### config.mk
export PLATFORM = sky130hd
export DESIGN_NAME = wgm_ctrl
export DESIGN_NICKNAME = d
export VERILOG_FILES = /design/src/rtl/core/wgm_pkg.sv /design/src/rtl/core/wgm_ctrl.sv
export SDC_FILE = /design/constraint.sdc
export NUM_CORES = 1
export LEC_CHECK = 0
export BUFFER_PORTS_ARGS = -buffer_cell sky130_fd_sc_hd__buf_2
export CAP_MARGIN = 25
export CORE_AREA = 2 2 39 41
export CTS_CLUSTER_SIZE = 16
export DETAILED_ROUTE_END_ITERATION = 10
export DIE_AREA = 0 0 41 43
export GPL_TIMING_DRIVEN = 0
export SYNTH_ARGS = -nofsm -noshare
export SYNTH_HDL_FRONTEND = slang
export SYNTH_SLANG_ARGS = --single-unit
### constraint.sdc
create_clock -name clock -period 1.5 [get_ports clock]
set_input_delay 0.3 -clock clock [delete_from_list [all_inputs] [get_ports clock]]
set_output_delay 0.3 -clock clock [all_outputs]
set_load 0.02 [all_outputs]
### src/rtl/core/wgm_pkg.sv
// wgm_pkg: shared constants and controller/datapath interface types
// for the wildcard glob matcher; no dependencies
`default_nettype none

package wgm_pkg;

   localparam int PATTERN_DEPTH_DEF = 64;
   localparam int SUBJECT_DEPTH_DEF = 256;
   localparam int CHAR_BITS_DEF     = 16;

   // width of the character field on the request port
   localparam int CH_W = 16;

   localparam logic [CH_W-1:0] STAR_CODE  = 16'h002A;
   localparam logic [CH_W-1:0] QMARK_CODE = 16'h003F;

   // controller to datapath
   typedef struct packed {
      logic load;    // accepted transaction, store character
      logic start;   // clear walk pointers
      logic step;    // apply one walk step
   } cmd_type;

   // datapath to controller
   typedef struct packed {
      logic done;       // walk has reached a verdict
      logic hit;        // verdict: whole subject matches
      logic overflow;   // either store was truncated
   } status_type;

endpackage

`default_nettype wire

### src/rtl/core/wgm_ctrl.sv
// wgm_ctrl: sequencer for loading, the match walk and the result register
// depends on wgm_pkg
`default_nettype none

module wgm_ctrl (
   input  wire                      clock,
   input  wire                      reset,
   input  wire                      req_valid,
   output logic                     req_stall,
   input  wire                      req_func,
   input  wire                      req_last,
   output logic                     rsp_valid,
   input  wire                      rsp_stall,
   output logic                     rsp_matched,
   output logic                     rsp_overflow,
   output wgm_pkg::cmd_type         cmd,
   input  wire wgm_pkg::status_type status
);
   import wgm_pkg::*;

   typedef enum logic [1:0] {
      ST_IDLE,
      ST_READ,
      ST_EVAL
   } state_type;

   state_type state_ff;
   logic      rsp_valid_ff, rsp_matched_ff, rsp_overflow_ff;
   logic      accept, out_free, rsp_load;

   assign req_stall = (state_ff != ST_IDLE);
   assign accept    = req_valid && !req_stall;
   assign out_free  = !rsp_valid_ff || !rsp_stall;
   assign rsp_load  = (state_ff == ST_EVAL) && status.done && out_free;

   assign cmd.load  = accept;
   assign cmd.start = accept && req_func && req_last;
   assign cmd.step  = (state_ff == ST_EVAL) && !status.done;

   assign rsp_valid    = rsp_valid_ff;
   assign rsp_matched  = rsp_matched_ff;
   assign rsp_overflow = rsp_overflow_ff;

   always_ff @(posedge clock) begin
      if (reset) begin
         state_ff        <= ST_IDLE;
         rsp_valid_ff    <= 1'b0;
         rsp_matched_ff  <= 1'b0;
         rsp_overflow_ff <= 1'b0;
      end else begin
         if (rsp_load) begin
            rsp_valid_ff    <= 1'b1;
            rsp_matched_ff  <= status.hit;
            rsp_overflow_ff <= status.overflow;
         end else if (rsp_valid_ff && !rsp_stall) begin
            rsp_valid_ff <= 1'b0;
         end
         case (state_ff)
            ST_IDLE: begin
               if (cmd.start) state_ff <= ST_READ;
            end
            ST_READ: begin
               state_ff <= ST_EVAL;
            end
            ST_EVAL: begin
               if (!status.done) begin
                  state_ff <= ST_READ;
               end else if (out_free) begin
                  state_ff <= ST_IDLE;
               end
            end
            default: begin
               state_ff <= ST_IDLE;
            end
         endcase
      end
   end

endmodule

`default_nettype wire

==> impl_metrics.yaml, run 1 <==
critical_path:
  r2r-start: "state_ff[0]"
  cp_slowest_cell: "dfxtp_4"
  worstPathMaxFanout: 5
  max_stage_delay_ns: 0.36
  reg2reg_slack_ns: 0.55
  critPathLaunch: "state_ff[0]"
  path_class: "reg -> out"
  r2r_cells: 3
  worstSetupEndpointType: "primary output"
  cp_data_required_time_ns: 1.20
  arrival_ns: 1.12
  rr_endpoint: "rsp_matched"
  critPathLaunchType: "register"
  crit_chain: "nor3b_4 -> and3_1 -> buf_6"
global_route:
  grt_first_pass_wirelength_um: 745
  grt_usage_pct: 7.04
  grt_pass1_vias: 203
  grt_max_degree: 8
  gr-total-overflow: 0
  antenna_found_initial: 0
power_and_ir_drop:
  total_power_mw: 0.337
  power.density_nw_per_um2: 842
  worst_ir_drop_vdd_v: 0.000491
  cellLeakagePower_nw: 0.196
sta:
  finalHoldViolCount: 0
  setup_viol: 0
  fmax_mhz: 705
  fin_ws_ns: 0.0820
  post-route-min-period_ns: 1.42
  min_period_over_period_pct: 94.5
  whs_ns: 0.283
  slew-limit-headroom_pct: 89.0
  maxSlewViolCount: 0
  rsz0062_at_grt: "no"
  setup-tns-final_ns: 0
  worstMarginPinSlew_ns: 0.165
  fin_skew_ns: 0.00489
yosys:
  netlist_area_um2: 262
  synth_sequential_area_ratio_pct: 38.3
  yosysWarnings: 0
  syn_nets: 34
  synth-seq-cells: 5
  avgSynthCellArea_um2: 10.5
  ys_types: 15
  synth_cells: 25
worst_hold_path:
  hold_end: "state_ff[0]"
  hold_path_startpoint: "reset"
  hold_depth: 2
  hold_class: "in -> reg"
place:
  placedCellCount: 56
  port_buffers: 15
  hpwl_um: 385
  placed_cell_area_um2: 357
  routabilityCongestion: 0.642
  dpl_worst_slack_ns: 0.269
final_layout:
  design_area_um2: 400
  utilization_pct: 28.9
  area_delta_synth_final_pct: 53.1
  drive_gt1_share_pct: 56.8
  layout_common_cells: "buf_2 (14), nand2b_1 (4), clkbuf_4 (3), dfxtp_1 (3)"
  instances_no_fill: 60
  final_common_cell: "buf_2"
  insertedDiodeCount: 0
  final_nets: 54
cts:
  cts_buffers: 3
  postCtsSetupBuffers: 0
  clkLatencyLatePin_ns: 0.24
  cts_tree: "yes"
  cts_buffer_depth: 2
  numClockSinks: 5
  cts-root-buf: "clkbuf_4"
  path_clk_slew_ns: 0.04
  htreeDepth: 1
floorplanning:
  start_util_pct: 18.9
  die_w_um: 41
  die_height_um: 43
  core_area_um2: 1380
  die_area_um2: 1760
  pin_count: 16
  rows: 14
routing:
  avgViaCountPerCell: 4.07
  firstDrtPassIters: 2
  drc: 0
  antenna_left: 0
  num_vias: 244
  wl_per_cell_um: 7.97
  wirelength_um: 478
  initialDrtViolationCount: 1
flow_run:
  maxCapViolCount: 0
status:
  status: "finished, final reports clean"
## sequential cells by signal, summed over array words and instances, names as in the netlist
| register | count |
|---|---|
| state_ff | 2 |
| rsp_overflow | 1 |
| rsp_matched | 1 |
| rsp_valid | 1 |
## critical path: cells and delay by family, from the launching register on
family | cells | cell delay (ns)
AND/OR/NAND/NOR | 2 | 0.40
buffers and inverters | 1 | 0.12
flip-flops | 1 | 0.36
## layer usage
| metal | track usage (%) | wire length [µm] | vias up |
|---|---|---|---|
| met3 | 9.42 | 88 | 0 |
| met1 | 6.13 | 192 | 103 |
| met5 | 0 | 0 | - |
| met4 | 2.00 | 0 | 0 |
| met2 | 9.38 | 197 | 18 |
| li1 | - | - | 123 |
## Yosys cell counts
| master | n | share of area, % |
|---|---|---|
| nand3b_4 | 1 | 7.7 |
| or2_1 | 1 | 2.4 |
| a21oi_4 | 1 | 6.2 |
| and3_1 | 1 | 2.4 |
| nand2_1 | 1 | 1.4 |
| inv_1 | 1 | 1.4 |
| dfxtp_1 | 5 | 38 |
| buf_4 | 1 | 2.9 |
| nor2_1 | 2 | 2.9 |
| a2bb2oi_1 | 1 | 3.3 |
| a31oi_1 | 1 | 2.4 |
| nand2b_1 | 4 | 9.6 |
| mux2i_1 | 2 | 7.7 |
| nor3b_2 | 2 | 9.6 |
| a21oi_1 | 1 | 1.9 |
## worst max-delay path by stage
stage	endpoint	slack, ns	cells past startpoint
after detailed placement	cmd[1]	0.27	3
after global routing	cmd[1]	0.005	3
after floorplan	cmd[1]	0.35	2
after global placement	cmd[1]	0.29	3
final	cmd[1]	0.08	3
after CTS	cmd[1]	0.0003	3
## power breakdown
part	total (mW)	internal, mW	switching, mW	leakage (nW)
registers	0.138	0.135	0.00309	0.0417
logic	0.0444	0.0241	0.0203	0.139
clock network	0.155	0.101	0.0548	0.0150
total	0.337	0.259	0.0782	0.196
## cell families after synthesis
| kind of cell | count (synthesis) | synth area share (%) |
|---|---|---|
| simple gates | 12 | 35.9 |
| flops | 5 | 38.3 |
| compound gates | 4 | 13.9 |
| mux | 2 | 7.66 |
| buf+inv | 2 | 4.31 |
## area by class of cell
class / count / area [µm²]
buffer: 1 / 7.51
clock buffer: 4 / 26.3
fill: 159 / 983
inverter: 1 / 3.75
multi-input combinational: 18 / 156
sequential: 5 / 105
tap: 16 / 20.0
timing repair buffer: 15 / 81.3
## what timing repair did
| action | CTS | global route |
|---|---|---|
| gates resized for setup | 0 | 6 |
| setup endpoints to repair | 0 | 2 |
| hold buffers | 0 | 0 |
Power figures use the tool's default switching activity.
==> run 2, diff against run 1 <==
==> constraint.sdc (replaced) <==
create_clock -name clock -period 1.5 [get_ports clock]
set_input_delay 0.3 -clock clock [delete_from_list [all_inputs] [get_ports clock]]
set_output_delay 0.3 -clock clock [all_outputs]
set_load 0.1 [all_outputs]
==> run 2 against run 1 <==
Against the previous run:
- the run now ends with setup timing left
- register-to-register slack worse by 0.13 ns
- count of clock-buffer cells in the layout stayed put
- global-route usage is 0.49 points lower
- sequential share of layout area is 3.0 points lower
- core utilization is 3.7 points higher
- largest cell class unchanged
- first-iteration DRC count grew to 3.0 times the previous value
- hold slack better by 0.0049 ns
- die area stayed put
- via count is 2.0% higher
==> impl_metrics.yaml, run 2 (synthesis results as in run 1) <==
cts:
  path_clk_slew_ns: 0.04
  numClockSinks: 5
  cts_tree: "yes"
  cts_buffer_depth: 2
  cts-root-buf: "clkbuf_4"
  clkLatencyLatePin_ns: 0.24
  cts_buffers: 3
  htreeDepth: 1
  cts.hold.buffers_added: 0
power_and_ir_drop:
  combPwrFrac_pct: 24.1
  clkPwrFrac_pct: 40.0
  worst_ir_drop_vdd_v: 0.000581
  p_seq_share_pct: 36.0
  total_power_mw: 0.382
  p_sw_share_pct: 29.2
  power_switching_mw: 0.112
  cellLeakagePower_nw: 0.207
  p_int_mw: 0.271
  power.density_nw_per_um2: 847
status:
  status: "complete, but fails checks"
  violations: "setup timing"
sta:
  slew-limit-headroom_pct: 67.9
  setup_viol: 1
  post-route-min-period_ns: 1.51
  rsz0062_at_grt: "yes"
  maxSlewViolCount: 0
  worstMarginPinSlew_ns: 0.486
  fin_ws_ns: -0.00527
  finalHoldViolCount: 0
  min_period_over_period_pct: 100
  fin_skew_ns: 0.00350
  setup-tns-final_ns: -0.00527
  fmax_mhz: 664
place:
  port_buffers: 15
  dpl_worst_slack_ns: 0.000694
  placedCellCount: 56
  hpwl_um: 382
  routabilityCongestion: 0.566
routing:
  wl_per_cell_um: 8.52
  firstDrtPassIters: 2
  antenna_left: 0
  initialDrtViolationCount: 3
  drc: 0
  wirelength_um: 520
  avgViaCountPerCell: 4.08
  num_vias: 249
critical_path:
  crit_buf_inv: 1
  cpLargestDelayFamily: "simple AND/OR/NAND/NOR gates"
  worstSetupEndpointType: "primary output"
  crit_chain: "nor3b_4 -> and3_4 -> buf_12"
  cp_slowest_cell: "dfxtp_4"
  worstPathMaxFanout: 4
  path_class: "reg -> out"
  cp_data_required_time_ns: 1.20
  arrival_ns: 1.21
  critPathLaunchType: "register"
  max_stage_delay_ns: 0.36
floorplanning:
  core_area_um2: 1380
  pin_count: 16
  die_height_um: 43
  rows: 14
  die_w_um: 41
  die_area_um2: 1760
  start_util_pct: 18.9
final_layout:
  insertedDiodeCount: 0
  top_register: "state_ff"
  area_delta_synth_final_pct: 72.7
  layout_common_cells: "buf_2 (11), nand2b_1 (4), buf_4 (3), clkbuf_4 (3), dfxtp_1 (3)"
  instances_no_fill: 61
  largest_reg_flops: 2
  fill_cells: 147
  utilization_pct: 32.6
  drive_gt1_share_pct: 60.0
  final_common_cell: "buf_2"
  final_nets: 55
worst_hold_path:
  hold_class: "in -> reg"
global_route:
  grt_pass1_vias: 202
  antenna_found_initial: 0
  grt_first_pass_wirelength_um: 738
  grt_max_degree: 8
  gr-total-overflow: 0
  grt_usage_pct: 6.55
flow_run:
  maxCapViolCount: 0
## run 2: timing repair
| action | 4_1_cts | 5_1_grt |
|---|---|---|
| setup endpoints to repair | 4 | 3 |
| setup buffers | 0 | 1 |
| pin swaps | 0 | 2 |
| resized for setup | 8 | 7 |
| gates cloned | 0 | 0 |
## run 2: worst register-to-register path, stage by stage, from the launching register on
cell,delay [ns]
dfxtp_4,0.36
buf_4,0.14
nand3b_4,0.16
a21oi_4,0.15
mux2i_1,0.20
## run 2: through the flow
| step | instance area [µm²] | hold slack [ns] |
|---|---|---|
| 2_1_floorplan | 270 | 0.365 |
| 3_3_place_gp | 365 | 0.459 |
| 3_5_place_dp | 365 | 0.464 |
| 4_1_cts | 417 | 0.290 |
| 5_1_grt | 452 | 0.297 |
| 6_report | 452 | 0.288 |
## run 2: final timing paths
check	start	to	slack (ns)	depth (start not counted)
setup / recovery	state_ff[0]	cmd[1]	-0.005	3
hold / removal	reset	state_ff[0]	0.29	2
setup reg to reg	state_ff[0]	rsp_matched	0.42	4
hold reg to reg	rsp_overflow	rsp_overflow	0.47	2
## run 2: power groups by stage
stage	clock network (mW)	registers [mW]	logic (mW)
after global routing	0.173	0.138	0.0970
after CTS	0.159	0.139	0.0838
after global placement	0	0.141	0.0745
after detailed placement	0	0.141	0.0752
final	0.153	0.138	0.0920
after floorplan	0	0.145	0.0502
## run 2: metal layers
metal / up-vias / track usage [%] / share of wire (%)
met1: 106 / 6.17 / 39
met2: 17 / 10.3 / 47
met5: - / 0 / 0
li1: 126 / - / -
met3: 0 / 6.81 / 14
met4: 0 / 0 / 0
## run 2: cell type report
cell class              instances  area (µm²)  share of cell area [%]
plain buffers                   1        7.51                    1.66
clock buffers                   4        26.3                    5.82
inverters                       1        3.75                   0.831
multi-input cells              18         168                    37.1
flip-flops and latches          5         105                    23.3
well taps                      16        20.0                    4.43
repair buffers                 16         121                    26.9
